==> src/rtl/mga_pkg.sv <==
`timescale 1ns / 1ps
// Package for the maze grid to adjacency block.
// Holds shared widths, character codes, payload structs, cell ops and FSM states.
package mga_pkg;

    localparam int MAX_ROW_WIDTH = 32;
    localparam int COL_W         = $clog2(MAX_ROW_WIDTH + 1);
    localparam int IDX_W         = $clog2(MAX_ROW_WIDTH);
    localparam int ID_W          = 16;

    localparam logic [ID_W-1:0] ID_MAX   = '1;
    localparam logic [ID_W-1:0] ID_FIRST = ID_W'(1);
    localparam logic [ID_W-1:0] ID_NONE  = '0;

    localparam logic [7:0] CH_OPEN    = 8'h2D;
    localparam logic [7:0] CH_WALL    = 8'h23;
    localparam logic [7:0] CH_NEWLINE = 8'h0A;

    typedef logic [ID_W-1:0] node_id_t;

    typedef struct packed {
        logic [7:0] character;
        logic       end_of_input;
    } in_t;

    typedef struct packed {
        node_id_t node_id;
        node_id_t north_id;
        node_id_t east_id;
        node_id_t south_id;
        node_id_t west_id;
        logic     last;
        logic     overflow;
    } out_t;

    // One column of the three row buffers
    typedef struct packed {
        node_id_t above;
        node_id_t middle;
        node_id_t below;
    } col_data_t;

    typedef enum logic [2:0] {
        CELL_IDLE,
        CELL_WRITE,
        CELL_ROTATE,
        CELL_SHIFT,
        CELL_ROT_SHIFT,
        CELL_CLR_BELOW,
        CELL_CLEAR
    } cell_op_t;

    typedef struct packed {
        cell_op_t op;
        node_id_t wr_data;
    } cell_ctrl_t;

    typedef enum logic [1:0] {
        ST_IDLE,
        ST_REPORT,
        ST_FLUSH_START,
        ST_FINISH
    } state_t;

endpackage

==> src/rtl/maze_grid_to_adjacency.sv <==
`timescale 1ns / 1ps
// Top level of the maze grid to adjacency block: control FSM and cell chain.
// Depends on mga_pkg and mga_cell.

// Maze text enters one byte per request. A newline shifts the rows when no
// earlier row is held; otherwise the row of cells rotates one column per cycle,
// unless stalled, past the report point at cell 0, and the last result is
// released in the closing ST_FINISH state. The end-of-input request runs up to
// two row reports, and returns all state to reset. Any cycle in which a result
// is found while an earlier result is still held and the output register is
// full and not taken stalls the rotation. The block takes no new request while
// a row report is running.
module maze_grid_to_adjacency (
    input  logic          aclk,
    input  logic          aresetn,
    input  logic          s_valid,
    output logic          s_ready,
    input  mga_pkg::in_t  s_data,
    output logic          m_valid,
    input  logic          m_ready,
    output mga_pkg::out_t m_data
);
    import mga_pkg::*;

    state_t            state_reg, state_next;
    logic [COL_W-1:0]  col_reg;
    logic [IDX_W-1:0]  k_reg;
    node_id_t          next_id_reg;
    logic [1:0]        rows_reg;
    logic              sat_reg;
    logic              eoi_reg;
    logic              flush_reg;
    out_t              hold_reg;
    logic              hold_valid_reg;
    out_t              out_reg;
    out_t              out_next;
    logic              m_valid_reg;

    col_data_t         cell_q [MAX_ROW_WIDTH];
    logic [MAX_ROW_WIDTH-1:0] wr_en;
    cell_ctrl_t        ctrl;

    logic     in_acc;
    logic     is_open;
    logic     is_wall;
    logic     is_nl;
    logic     out_free;
    logic     cell_hit;
    logic     last_col;
    logic     step_ok;
    logic     fin_ok;
    out_t     new_res;
    cell_op_t op;
    logic     load_hold;
    logic     push;
    logic     push_last;
    logic     hold_drop;

    assign s_ready  = aresetn && (state_reg == ST_IDLE);
    assign in_acc   = s_valid && s_ready;
    assign is_open  = (s_data.character == CH_OPEN);
    assign is_wall  = (s_data.character == CH_WALL);
    assign is_nl    = (s_data.character == CH_NEWLINE);
    assign out_free = !m_valid_reg || m_ready;
    assign cell_hit = (cell_q[0].middle != ID_NONE);
    assign last_col = (k_reg == IDX_W'(MAX_ROW_WIDTH - 1));
    assign step_ok  = !cell_hit || !hold_valid_reg || out_free;
    assign fin_ok   = !hold_valid_reg || out_free;

    // After k rotations cell 0 holds column k, cell 1 column k+1, the far end column k-1
    always_comb begin
        new_res.node_id  = cell_q[0].middle;
        new_res.north_id = cell_q[0].above;
        new_res.east_id  = last_col ? ID_NONE : cell_q[1].middle;
        new_res.south_id = cell_q[0].below;
        new_res.west_id  = (k_reg == '0) ? ID_NONE : cell_q[MAX_ROW_WIDTH-1].middle;
        new_res.last     = 1'b0;
        new_res.overflow = sat_reg;
    end

    // Next state
    always_comb begin
        state_next = state_reg;
        case (state_reg)
            ST_IDLE: begin
                if (in_acc) begin
                    if (s_data.end_of_input) begin
                        if (col_reg != '0 && rows_reg != 2'd0) begin
                            state_next = ST_REPORT;
                        end else begin
                            state_next = ST_FLUSH_START;
                        end
                    end else if (is_nl && rows_reg != 2'd0) begin
                        state_next = ST_REPORT;
                    end
                end
            end
            ST_REPORT: begin
                if (step_ok && last_col) begin
                    if (!flush_reg && eoi_reg) begin
                        state_next = ST_FLUSH_START;
                    end else begin
                        state_next = ST_FINISH;
                    end
                end
            end
            ST_FLUSH_START: begin
                state_next = (rows_reg != 2'd0) ? ST_REPORT : ST_FINISH;
            end
            ST_FINISH: begin
                if (fin_ok) begin
                    state_next = ST_IDLE;
                end
            end
            default: begin
                state_next = ST_IDLE;
            end
        endcase
    end

    // Outputs of the FSM
    always_comb begin
        op        = CELL_IDLE;
        load_hold = 1'b0;
        push      = 1'b0;
        push_last = 1'b0;
        hold_drop = 1'b0;
        case (state_reg)
            ST_IDLE: begin
                if (in_acc) begin
                    if (s_data.end_of_input) begin
                        if (col_reg != '0 && rows_reg == 2'd0) begin
                            op = CELL_SHIFT;
                        end
                    end else if (is_nl) begin
                        if (rows_reg == 2'd0) begin
                            op = CELL_SHIFT;
                        end
                    end else if ((is_open || is_wall) &&
                                 col_reg < COL_W'(MAX_ROW_WIDTH)) begin
                        op = CELL_WRITE;
                    end
                end
            end
            ST_REPORT: begin
                if (step_ok) begin
                    op = (last_col && !flush_reg) ? CELL_ROT_SHIFT : CELL_ROTATE;
                    if (cell_hit) begin
                        load_hold = 1'b1;
                        push      = hold_valid_reg;
                    end
                end
            end
            ST_FLUSH_START: begin
                if (rows_reg != 2'd0) begin
                    op = CELL_CLR_BELOW;
                end
            end
            ST_FINISH: begin
                if (fin_ok) begin
                    push      = hold_valid_reg;
                    push_last = 1'b1;
                    hold_drop = 1'b1;
                    if (eoi_reg) begin
                        op = CELL_CLEAR;
                    end
                end
            end
            default: begin
                op = CELL_IDLE;
            end
        endcase
    end

    assign ctrl.op      = op;
    assign ctrl.wr_data = is_open ? next_id_reg : ID_NONE;

    genvar gi;
    generate
        for (gi = 0; gi < MAX_ROW_WIDTH; gi++) begin : g_cell
            assign wr_en[gi] = (col_reg == COL_W'(gi));
            mga_cell u_cell (
                .aclk    (aclk),
                .aresetn (aresetn),
                .ctrl    (ctrl),
                .wr_en   (wr_en[gi]),
                .nbr_in  (cell_q[(gi + 1) % MAX_ROW_WIDTH]),
                .col_out (cell_q[gi])
            );
        end
    endgenerate

    always_ff @(posedge aclk) begin
        if (!aresetn) begin
            state_reg      <= ST_IDLE;
            col_reg        <= '0;
            k_reg          <= '0;
            next_id_reg    <= ID_FIRST;
            rows_reg       <= 2'd0;
            sat_reg        <= 1'b0;
            eoi_reg        <= 1'b0;
            flush_reg      <= 1'b0;
            hold_valid_reg <= 1'b0;
            m_valid_reg    <= 1'b0;
        end else begin
            state_reg <= state_next;

            if (in_acc) begin
                eoi_reg   <= s_data.end_of_input;
                flush_reg <= 1'b0;
            end
            if (state_reg == ST_FLUSH_START) begin
                flush_reg <= 1'b1;
            end

            if (state_reg == ST_REPORT && step_ok) begin
                k_reg <= last_col ? '0 : k_reg + IDX_W'(1);
            end

            case (op)
                CELL_WRITE: begin
                    col_reg <= col_reg + COL_W'(1);
                    if (is_open) begin
                        if (next_id_reg == ID_MAX) begin
                            sat_reg <= 1'b1;
                        end else begin
                            next_id_reg <= next_id_reg + ID_W'(1);
                        end
                    end
                end
                CELL_SHIFT, CELL_ROT_SHIFT: begin
                    col_reg  <= '0;
                    rows_reg <= (rows_reg == 2'd2) ? 2'd2 : rows_reg + 2'd1;
                end
                CELL_CLEAR: begin
                    col_reg     <= '0;
                    rows_reg    <= 2'd0;
                    next_id_reg <= ID_FIRST;
                    sat_reg     <= 1'b0;
                end
                default: begin
                end
            endcase

            if (load_hold) begin
                hold_valid_reg <= 1'b1;
            end else if (hold_drop) begin
                hold_valid_reg <= 1'b0;
            end

            if (push) begin
                m_valid_reg <= 1'b1;
            end else if (m_ready) begin
                m_valid_reg <= 1'b0;
            end
        end
    end

    always_comb begin
        out_next      = hold_reg;
        out_next.last = push_last;
    end

    // Payload registers
    always_ff @(posedge aclk) begin
        if (load_hold) begin
            hold_reg <= new_res;
        end
        if (push) begin
            out_reg <= out_next;
        end
    end

    assign m_valid = m_valid_reg;
    assign m_data  = out_reg;

`ifndef NO_ASSERTIONS
    a_idle_no_hold: assert property (@(posedge aclk) disable iff (!aresetn)
        (state_reg == ST_IDLE) |-> !hold_valid_reg)
        else $error("held result left behind at idle");

    a_out_node: assert property (@(posedge aclk) disable iff (!aresetn)
        m_valid_reg |-> (out_reg.node_id != ID_NONE))
        else $error("result with zero node id");

    a_rows_range: assert property (@(posedge aclk) disable iff (!aresetn)
        rows_reg != 2'd3)
        else $error("rows held out of range");

    a_col_range: assert property (@(posedge aclk) disable iff (!aresetn)
        col_reg <= COL_W'(MAX_ROW_WIDTH))
        else $error("column position out of range");

    a_report_start: assert property (@(posedge aclk) disable iff (!aresetn)
        (state_reg != ST_REPORT && state_next == ST_REPORT) |-> (k_reg == '0))
        else $error("row report entered off column zero");
`endif

endmodule

==> src/rtl/mga_cell.sv <==
`timescale 1ns / 1ps
// One column cell of the row buffer chain: above, middle and below IDs.
// Depends on mga_pkg for the column struct and cell operations.
module mga_cell (
    input  logic               aclk,
    input  logic               aresetn,
    input  mga_pkg::cell_ctrl_t ctrl,
    input  logic               wr_en,
    input  mga_pkg::col_data_t nbr_in,
    output mga_pkg::col_data_t col_out
);
    import mga_pkg::*;

    col_data_t col_reg;
    col_data_t col_next;

    always_comb begin
        col_next = col_reg;
        case (ctrl.op)
            CELL_IDLE: begin
                col_next = col_reg;
            end
            CELL_WRITE: begin
                if (wr_en) begin
                    col_next.below = ctrl.wr_data;
                end
            end
            CELL_ROTATE: begin
                col_next = nbr_in;
            end
            CELL_SHIFT: begin
                col_next.above  = col_reg.middle;
                col_next.middle = col_reg.below;
                col_next.below  = ID_NONE;
            end
            CELL_ROT_SHIFT: begin
                // take the neighbor's column and advance the rows in one step
                col_next.above  = nbr_in.middle;
                col_next.middle = nbr_in.below;
                col_next.below  = ID_NONE;
            end
            CELL_CLR_BELOW: begin
                col_next.below = ID_NONE;
            end
            CELL_CLEAR: begin
                col_next = '0;
            end
            default: begin
                col_next = col_reg;
            end
        endcase
    end

    always_ff @(posedge aclk) begin
        if (!aresetn) begin
            col_reg <= '0;
        end else begin
            col_reg <= col_next;
        end
    end

    assign col_out = col_reg;

endmodule
==> config.mk <==
export PLATFORM = sky130hd
export DESIGN_NAME = maze_grid_to_adjacency
export DESIGN_NICKNAME = d
export VERILOG_FILES = /design/src/rtl/mga_pkg.sv /design/src/rtl/maze_grid_to_adjacency.sv /design/src/rtl/mga_cell.sv
export SDC_FILE = /design/constraint.sdc
export NUM_CORES = 2
export LEC_CHECK = 0
export BUFFER_PORTS_ARGS = -buffer_cell sky130_fd_sc_hd__clkbuf_2
export CAP_MARGIN = 20
export CORE_ASPECT_RATIO = 2
export CORE_MARGIN = 2
export CORE_UTILIZATION = 57
export CTS_CLUSTER_SIZE = 12
export DETAILED_ROUTE_END_ITERATION = 6
export PLACE_DENSITY = 0.76
export SYNTH_ARGS = -nofsm -noshare
export SYNTH_HDL_FRONTEND = slang
export SYNTH_SLANG_ARGS = --single-unit
==> constraint.sdc <==
create_clock -name aclk -period 5.55 [get_ports aclk]
set_input_delay 0.2775 -clock aclk [delete_from_list [all_inputs] [get_ports aclk]]
set_output_delay 0.2775 -clock aclk [all_outputs]
set_load 0.01 [all_outputs]
# After elaboration in Yosys (flattened, before gate mapping)
# Index checks and enable logic that the tools add are counted.
[totals] rom_bits=0 latchBits=0 word_cells=424 mem_bits_rw=0 n_memories=0 register_bits=1735
[op_classes] n_reduce_logical=72 mux=143 n_shift=0 addsub=4 eq_ne=85 bitwise=0 n_lt_le_gt_ge=1 div=0 n_mul=0
[ops] cell="case mux 32 bit (4 select lines)" n=32
[ops] cell="case mux 16 bit (3 select lines)" n=32
[ops] cell="2-to-1 mux 16 bit" n=35
[ops] cell="equality test 6 x 5 -> 1 bit (second input constant)" n=16
[ops] cell="inequality test 2 x 1 -> 1 bit (second input constant)" n=32
[ops] cell="AND reduction 2 bit" n=32
[ops] cell="equality test 6 x 4 -> 1 bit (second input constant)" n=8
[ops] cell="case mux 16 bit (2 select lines)" n=1
[ops] cell="equality test 6 x 3 -> 1 bit (second input constant)" n=4
[ops] cell="2-to-1 mux 3 bit" n=8
[ops] cell="2-to-1 mux 2 bit" n=10
[ops] cell="2-to-1 mux 1 bit" n=18
[ops] cell="adder 16 x 1 -> 16 bit (second input constant)" n=1
[ops] cell="equality test 16 bit (second input constant)" n=1
[ops] cell="equality test 8 x 6 -> 1 bit (second input constant)" n=2
[ops] cell="nonzero test 16 bit" n=1
[ops] cell="nonzero test 2 bit" n=7
[ops] cell="equality test 6 x 2 -> 1 bit (second input constant)" n=2
[ops] cell="inequality test 2 bit (second input constant)" n=6
[ops] cell="case mux 3 bit (4 select lines)" n=1
[ops] cell="case mux 6 bit (2 select lines)" n=1
[ops] cell="logical AND 1 bit" n=10
[ops] cell="equality test 3 bit (second input constant)" n=3
[ops] cell="equality test 8 x 4 -> 1 bit (second input constant)" n=1
[ops] cell="28 further kinds" n=41

# Logic depth before layout (Yosys ltp)
[depth] word_depth=12 mapped_depth=13 depth_no_buf=8

# Hierarchy
# Synthesis repeated with hierarchy kept, for this count alone.
[unflattened] hier_cells=11247 area_unflattened_um2=104851.8
[by_module_without_submodules] mod="mga_cell" cells_each=335 seq_area_each_um2=960.9 instances=32 area_each_um2=3037.9
[by_module_without_submodules] mod="maze_grid_to_adjacency" cells_each=527 seq_area_each_um2=5615.4 instances=1 area_each_um2=7638.6

# Least setup slack after synthesis
# OpenSTA, ideal clock, no wires.
[synth_path] kind="flip-flop to flip-flop" startpoint="reg g_cell[0].u_cell.col_reg (netlist bit g_cell[0].u_cell.col_out[26])" endpoint="reg hold_reg[0] (netlist bit) (enable)" stages_incl_launch_ff=6 path_slack_ns=0.200 setup_time_ns=0.532 period_less_slack_ns=5.350 arrival_time_ns=4.817 n_path_buf=1 required_ns=5.018 path_cell_list="dfxtp_1 > nor4_1 > nand4_1 > a21o_1 > buf_4 > nor2b_1"
[synth_via] elab_chain_len=6 elab_cells_between_ends=7 classes_between="mux: 3; reduce/logical: 4"
[synth_lines] element="start, declared" line_no="mga_cell.sv:14" rtl="col_data_t col_reg;"
[synth_lines] element="start signal, assigned" line_no="mga_cell.sv:58" rtl="col_reg <= col_next;"
[synth_lines] element="nonzero test 16 bit *" line_no="maze_grid_to_adjacency.sv:65" rtl="assign cell_hit = (cell_q[0].middle != ID_NONE);"
[synth_lines] element="logical NOT 1 bit" line_no="maze_grid_to_adjacency.sv:67" rtl="assign step_ok = !cell_hit || !hold_valid_reg || out_free;"
[synth_lines] element="logical OR 1 bit (2 in a row)" line_no="maze_grid_to_adjacency.sv:67"
[synth_lines] element="2-to-1 mux 1 bit *" line_no="maze_grid_to_adjacency.sv:146" rtl="if (step_ok) begin"
[synth_lines] element="2-to-1 mux 1 bit *" line_no="maze_grid_to_adjacency.sv:128" rtl="case (state_reg)"
[synth_lines] element="named net load_hold" line_no="maze_grid_to_adjacency.sv:54" rtl="logic load_hold;"
[synth_lines] element="end signal, assigned" line_no="maze_grid_to_adjacency.sv:267" rtl="hold_reg <= new_res;"
[synth_lines] element="end, declared" line_no="maze_grid_to_adjacency.sv:33" rtl="out_t hold_reg;"
# The timed path passes the listed nets; every way through them passes the cells marked *.
# A chain may end at the register's enable or synchronous reset.

# Final worst setup path
[layout_path] startpoint="reg g_cell[0].u_cell.col_reg (netlist bit g_cell[0].u_cell.col_out[19])" endpoint="reg g_cell[31].u_cell.col_reg (netlist bit g_cell[31].u_cell.col_out[5])"
[layout_via] elab_chain_len=10 elab_cells_between_ends=17 classes_between="eq/ne: 7; mux: 3; reduce/logical: 7"
[layout_lines] element="nonzero test 16 bit *" line_no="maze_grid_to_adjacency.sv:65"
[layout_lines] element="logical NOT 1 bit *" line_no="maze_grid_to_adjacency.sv:67"
[layout_lines] element="logical OR 1 bit * (2 in a row)" line_no="maze_grid_to_adjacency.sv:67"
[layout_lines] element="2-to-1 mux 3 bit *" line_no="maze_grid_to_adjacency.sv:146"
[layout_lines] element="case mux 3 bit (4 select lines) *" line_no="maze_grid_to_adjacency.sv:128"
[layout_lines] element="equality test 3 bit or equality test 3 x 2 -> 1 bit (tied branches)" line_no="mga_cell.sv:19" rtl="case (ctrl.op)"
[layout_lines] element="OR reduction 4 bit (no line)"
[layout_lines] element="nonzero test 3 bit (no line)"
[layout_lines] element="AND reduction 2 bit (no line)"
[layout_lines] element="end signal, assigned" line_no="mga_cell.sv:58"
[layout_lines] element="end, declared" line_no="mga_cell.sv:14"
# Every way passes the cells marked *; elsewhere a longest branch is shown, timed or not.

==> results.txt <==
- Counting every sink on the clock net gives 1735.
* Crit path buf inv count: 1
- Total power divided by cell area: 345 mW/mm^2
- Counting flops and latches in the post-synthesis netlist gives 1735.
- Final weighted congestion in routability-driven placement: 0.862
- Root buffer cell: sky130_fd_sc_hd__clkbuf_16
* Filler instances: 11900
- The initial utilization of the core area, before any placement, comes to 57.3%.
- Total design power: 28.4 mW
- The clock arrives with 0.0310 ns of skew.
- The first detailed-routing pass took 7 iterations.
- Netlist area before placement: 0.0772 sq mm
- The placed instances occupy a cell area of 0.0775 sq mm.
- Sequential elements use 47.1% of the synthesized area.
- Routed wire length: 249 mm
* Worst setup path class: reg -> reg
* Critical path startpoint: g_cell[0].u_cell.col_out[19]
- Largest stage delay on the critical path: 0.77 ns
- Counting I/O delays and the setup requirement, the final critical path takes 4.40 ns.
- Entering global routing, the biggest net connects 227 pins.
- Maximum fanout along the worst path: 68
- Global-route wire length before repair: 393 mm
- Total of warnings raised by yosys: 0
- CTS tree: done
- The run finished with clean final reports.
- The floorplan has 191 rows.
* Number of top-level pins: 97
* Largest cells by area after synthesis: sky130_fd_sc_hd__dfxtp_1 (41%), sky130_fd_sc_hd__nand2_1 (13%), sky130_fd_sc_hd__a31oi_1 (8.3%)
* All-layer global routing usage: 34.6%
- Worst hold slack after final layout: 0.0452 ns
* Share of cells above drive strength 1: 6.69%
- Final Cycle Share: 79.3%
* Unrepaired setup endpoints after global routing: false
- Number of input and output port buffers inserted: 96
- Dpl hpwl: 144 mm
- The tool flagged a number of max-cap violations equal to 0.
- The signal on the critical path passes through nor4_1 > nand4_1 > a221o_1 > nand2_8 > buf_4 > or2_1 > a311oi_2.
- Across the VDD grid, the largest voltage drop is 312 uV.
- In this run the critical register-to-register path is launched from g_cell[0].u_cell.col_out[19].
- Detailed-route via count: 74800
* Detail Route Antenna Nets: 0
- Counting flops with a built-in enable in the synthesized netlist gives 163.
- Buffers inserted during post-CTS setup optimization: 0
* Relative max-transition margin: 16.3%
- Area growth from synthesis to layout: 6.56%
- Crit path required time: 6.17 ns
- The share of synthesized area in the top cell type comes to 40.8%.
* Core outline area: 0.135 sq mm
- In the final routed layout, each cell accounts on average for 22.6 microns.
- CTS buffer count: 165
- Largest register FFs: 1536
- The detailed router finished its first iteration with 10100 violations.
- The max-slew violation count is 0.
* Max Clock Freq: 227 MHz
- Unique masters post-synth: 55
* Element type at the critical path end: flop
- Synthesized area per cell: 7.88 sq um
- Largest buffer count on any clock path: 3
- Die Footprint: 0.139 sq mm
- Worst-path clk slew: 0.06 ns
- Setup violations remaining at the end of the flow were counted as 0.
* Hold Startpoint: s_data[1]
- Antenna violations before repair: 6
- Number of cells produced by synthesis: 9791
- The slowest stage of the critical path is the sky130_fd_sc_hd__or2_1 cell.
* Die Ht: 524 microns
- For the final routed database, the setup TNS stands at 0 ns.
- Counting flops with an async set or reset pin after synthesis yields a share of 0%.
- Detailed-route vias per instance: 6.79
* Startpoint type of the worst setup path: flop
* Post-route design area: 0.0822 sq mm
- Clock latency on the worst-skew pair, taken at its later pin, is 0.82 ns.
- In the routed design, unresolved DRC markers number 0.
- Cell type contributing the most total cell area after synthesis: sky130_fd_sc_hd__dfxtp_1
* Final Hold Vio Count: 0
- In this run the static leakage power is 26.4 nW.
- Post-layout nets: 9239
- Width of the die: 264 microns
- The number of global-route vias before repair is 70400.
- STA puts the critical path data arrival time at 5.01 ns.
- The cell family contributing the most delay on the critical path is simple AND/OR/NAND/NOR gates.
- In the synthesized netlist the dominant register cell turns out to be sky130_fd_sc_hd__dfxtp_1.
- Setup slack, reg-to-reg: 1.15 ns
* Maximum level of the CTS H-tree: 4
- For this run the aggregate overflow at the end of global routing stands at 0.
* Classification of the worst-slack hold path: in -> reg
- At the pin with the least slew margin, the transition time is 1.25 ns.
* Post-synthesis net count: 9814
[power by group]
part | total [mW] | leakage (nW) | internal, mW | switching [mW]
Combinational | 3.18 | 9.86 | 1.16 | 2.02
Clock | 10.4 | 2.23 | 5.57 | 4.85
Sequential | 14.8 | 14.3 | 13.7 | 1.09
Total | 28.4 | 26.4 | 20.4 | 7.97
[area by class of cell]
class	instances	area, sq um	share of cell area, %
diodes	4	10.0	0.0122
inverters	15	65.1	0.0791
well taps	1737	2170	2.64
clock inverters	12	123	0.149
clock buffers	217	4460	5.42
multi-input cells	6996	36200	44.0
flip-flops and latches	1735	36400	44.2
repair buffers	303	2870	3.48
[layer usage]
layer	share of wire, %	vias to the layer above	track usage (%)
met2	48	4117	56.4
met1	38	35800	44.1
met5	0.020	-	0
met4	5.4	8	18.3
met3	8.7	821	5.62
li1	-	34100	-
[placed cells by master, fill, tap and decap left out, types with 62 or more instances in the layout]
master / netlist / final
sky130_fd_sc_hd__nand2_1: 2600 / 2584
sky130_fd_sc_hd__dfxtp_1: 1572 / 1572
sky130_fd_sc_hd__a21oi_1: 1053 / 1053
sky130_fd_sc_hd__o21ai_0: 1038 / 1038
sky130_fd_sc_hd__a31oi_1: 1027 / 1027
sky130_fd_sc_hd__nor3_1: 504 / 503
sky130_fd_sc_hd__a311oi_1: 411 / 411
sky130_fd_sc_hd__clkbuf_16: 0 / 169
sky130_fd_sc_hd__edfxtp_1: 163 / 163
sky130_fd_sc_hd__buf_4: 16 / 134
sky130_fd_sc_hd__a311oi_2: 101 / 101
sky130_fd_sc_hd__clkbuf_2: 4 / 96
sky130_fd_sc_hd__buf_12: 0 / 62
[stage by stage]
step	cells	utilization, %	setup slack (ns)
after floorplan	9791	-	0.200
after global placement	10800	57.5	1.54
after detailed placement	10800	57.5	1.46
after CTS	11000	61.0	1.44
after global routing	11000	61.0	1.19
final	11000	61.0	1.15
[timing repair]
| item | 4_1_cts | 5_1_grt |
|---|---|---|
| hold buffers | 10 | 0 |
| endpoints found under the hold margin | 69 | 0 |
| gates resized for setup | 0 | 0 |
[synthesized netlist by cell type (5+ instances only)]
master / count
sky130_fd_sc_hd__o21ai_0: 1038
sky130_fd_sc_hd__buf_4: 16
sky130_fd_sc_hd__clkbuf_1: 687
sky130_fd_sc_hd__buf_1: 37
sky130_fd_sc_hd__nor2_1: 34
sky130_fd_sc_hd__and3_1: 38
sky130_fd_sc_hd__edfxtp_1: 163
sky130_fd_sc_hd__nor3_1: 504
sky130_fd_sc_hd__a311oi_2: 101
sky130_fd_sc_hd__a21oi_1: 1053
sky130_fd_sc_hd__o31ai_1: 8
sky130_fd_sc_hd__or3_1: 9
sky130_fd_sc_hd__nand4_1: 12
sky130_fd_sc_hd__a31oi_1: 1027
sky130_fd_sc_hd__or4_1: 8
sky130_fd_sc_hd__nand2b_1: 5
sky130_fd_sc_hd__a311oi_1: 411
sky130_fd_sc_hd__nor2b_1: 36
sky130_fd_sc_hd__buf_6: 52
sky130_fd_sc_hd__or2_1: 29
sky130_fd_sc_hd__dfxtp_1: 1572
sky130_fd_sc_hd__nand2_1: 2600
sky130_fd_sc_hd__ha_1: 10
sky130_fd_sc_hd__o21a_1: 6
sky130_fd_sc_hd__buf_2: 249
sky130_fd_sc_hd__inv_1: 15
sky130_fd_sc_hd__nand3_1: 17
[cells by family after synthesis]
family	synth area share, %
flops	47.1
mux	0.0389
buf+inv	6.15
fa+ha+maj	0.162
compound gates	28.8
simple gates	17.7
xor+xnor	0.0341
[worst min-delay path, cell delays in order]
cell                       delay, ns
sky130_fd_sc_hd__clkbuf_2       0.11
sky130_fd_sc_hd__nand3_1        0.12
sky130_fd_sc_hd__nor4_4         0.08
sky130_fd_sc_hd__nand2_1        0.05
sky130_fd_sc_hd__o21ai_0        0.06
sky130_fd_sc_hd__a21oi_1        0.11
[worst paths after layout]
path / cells past startpoint / end
setup / recovery: 7 / g_cell[31].u_cell.col_out[5]
hold / removal: 6 / next_id_reg[1]
setup reg to reg: 7 / g_cell[31].u_cell.col_out[5]
hold reg to reg: 0 / m_data[38]
Power figures use the tool's default switching activity.
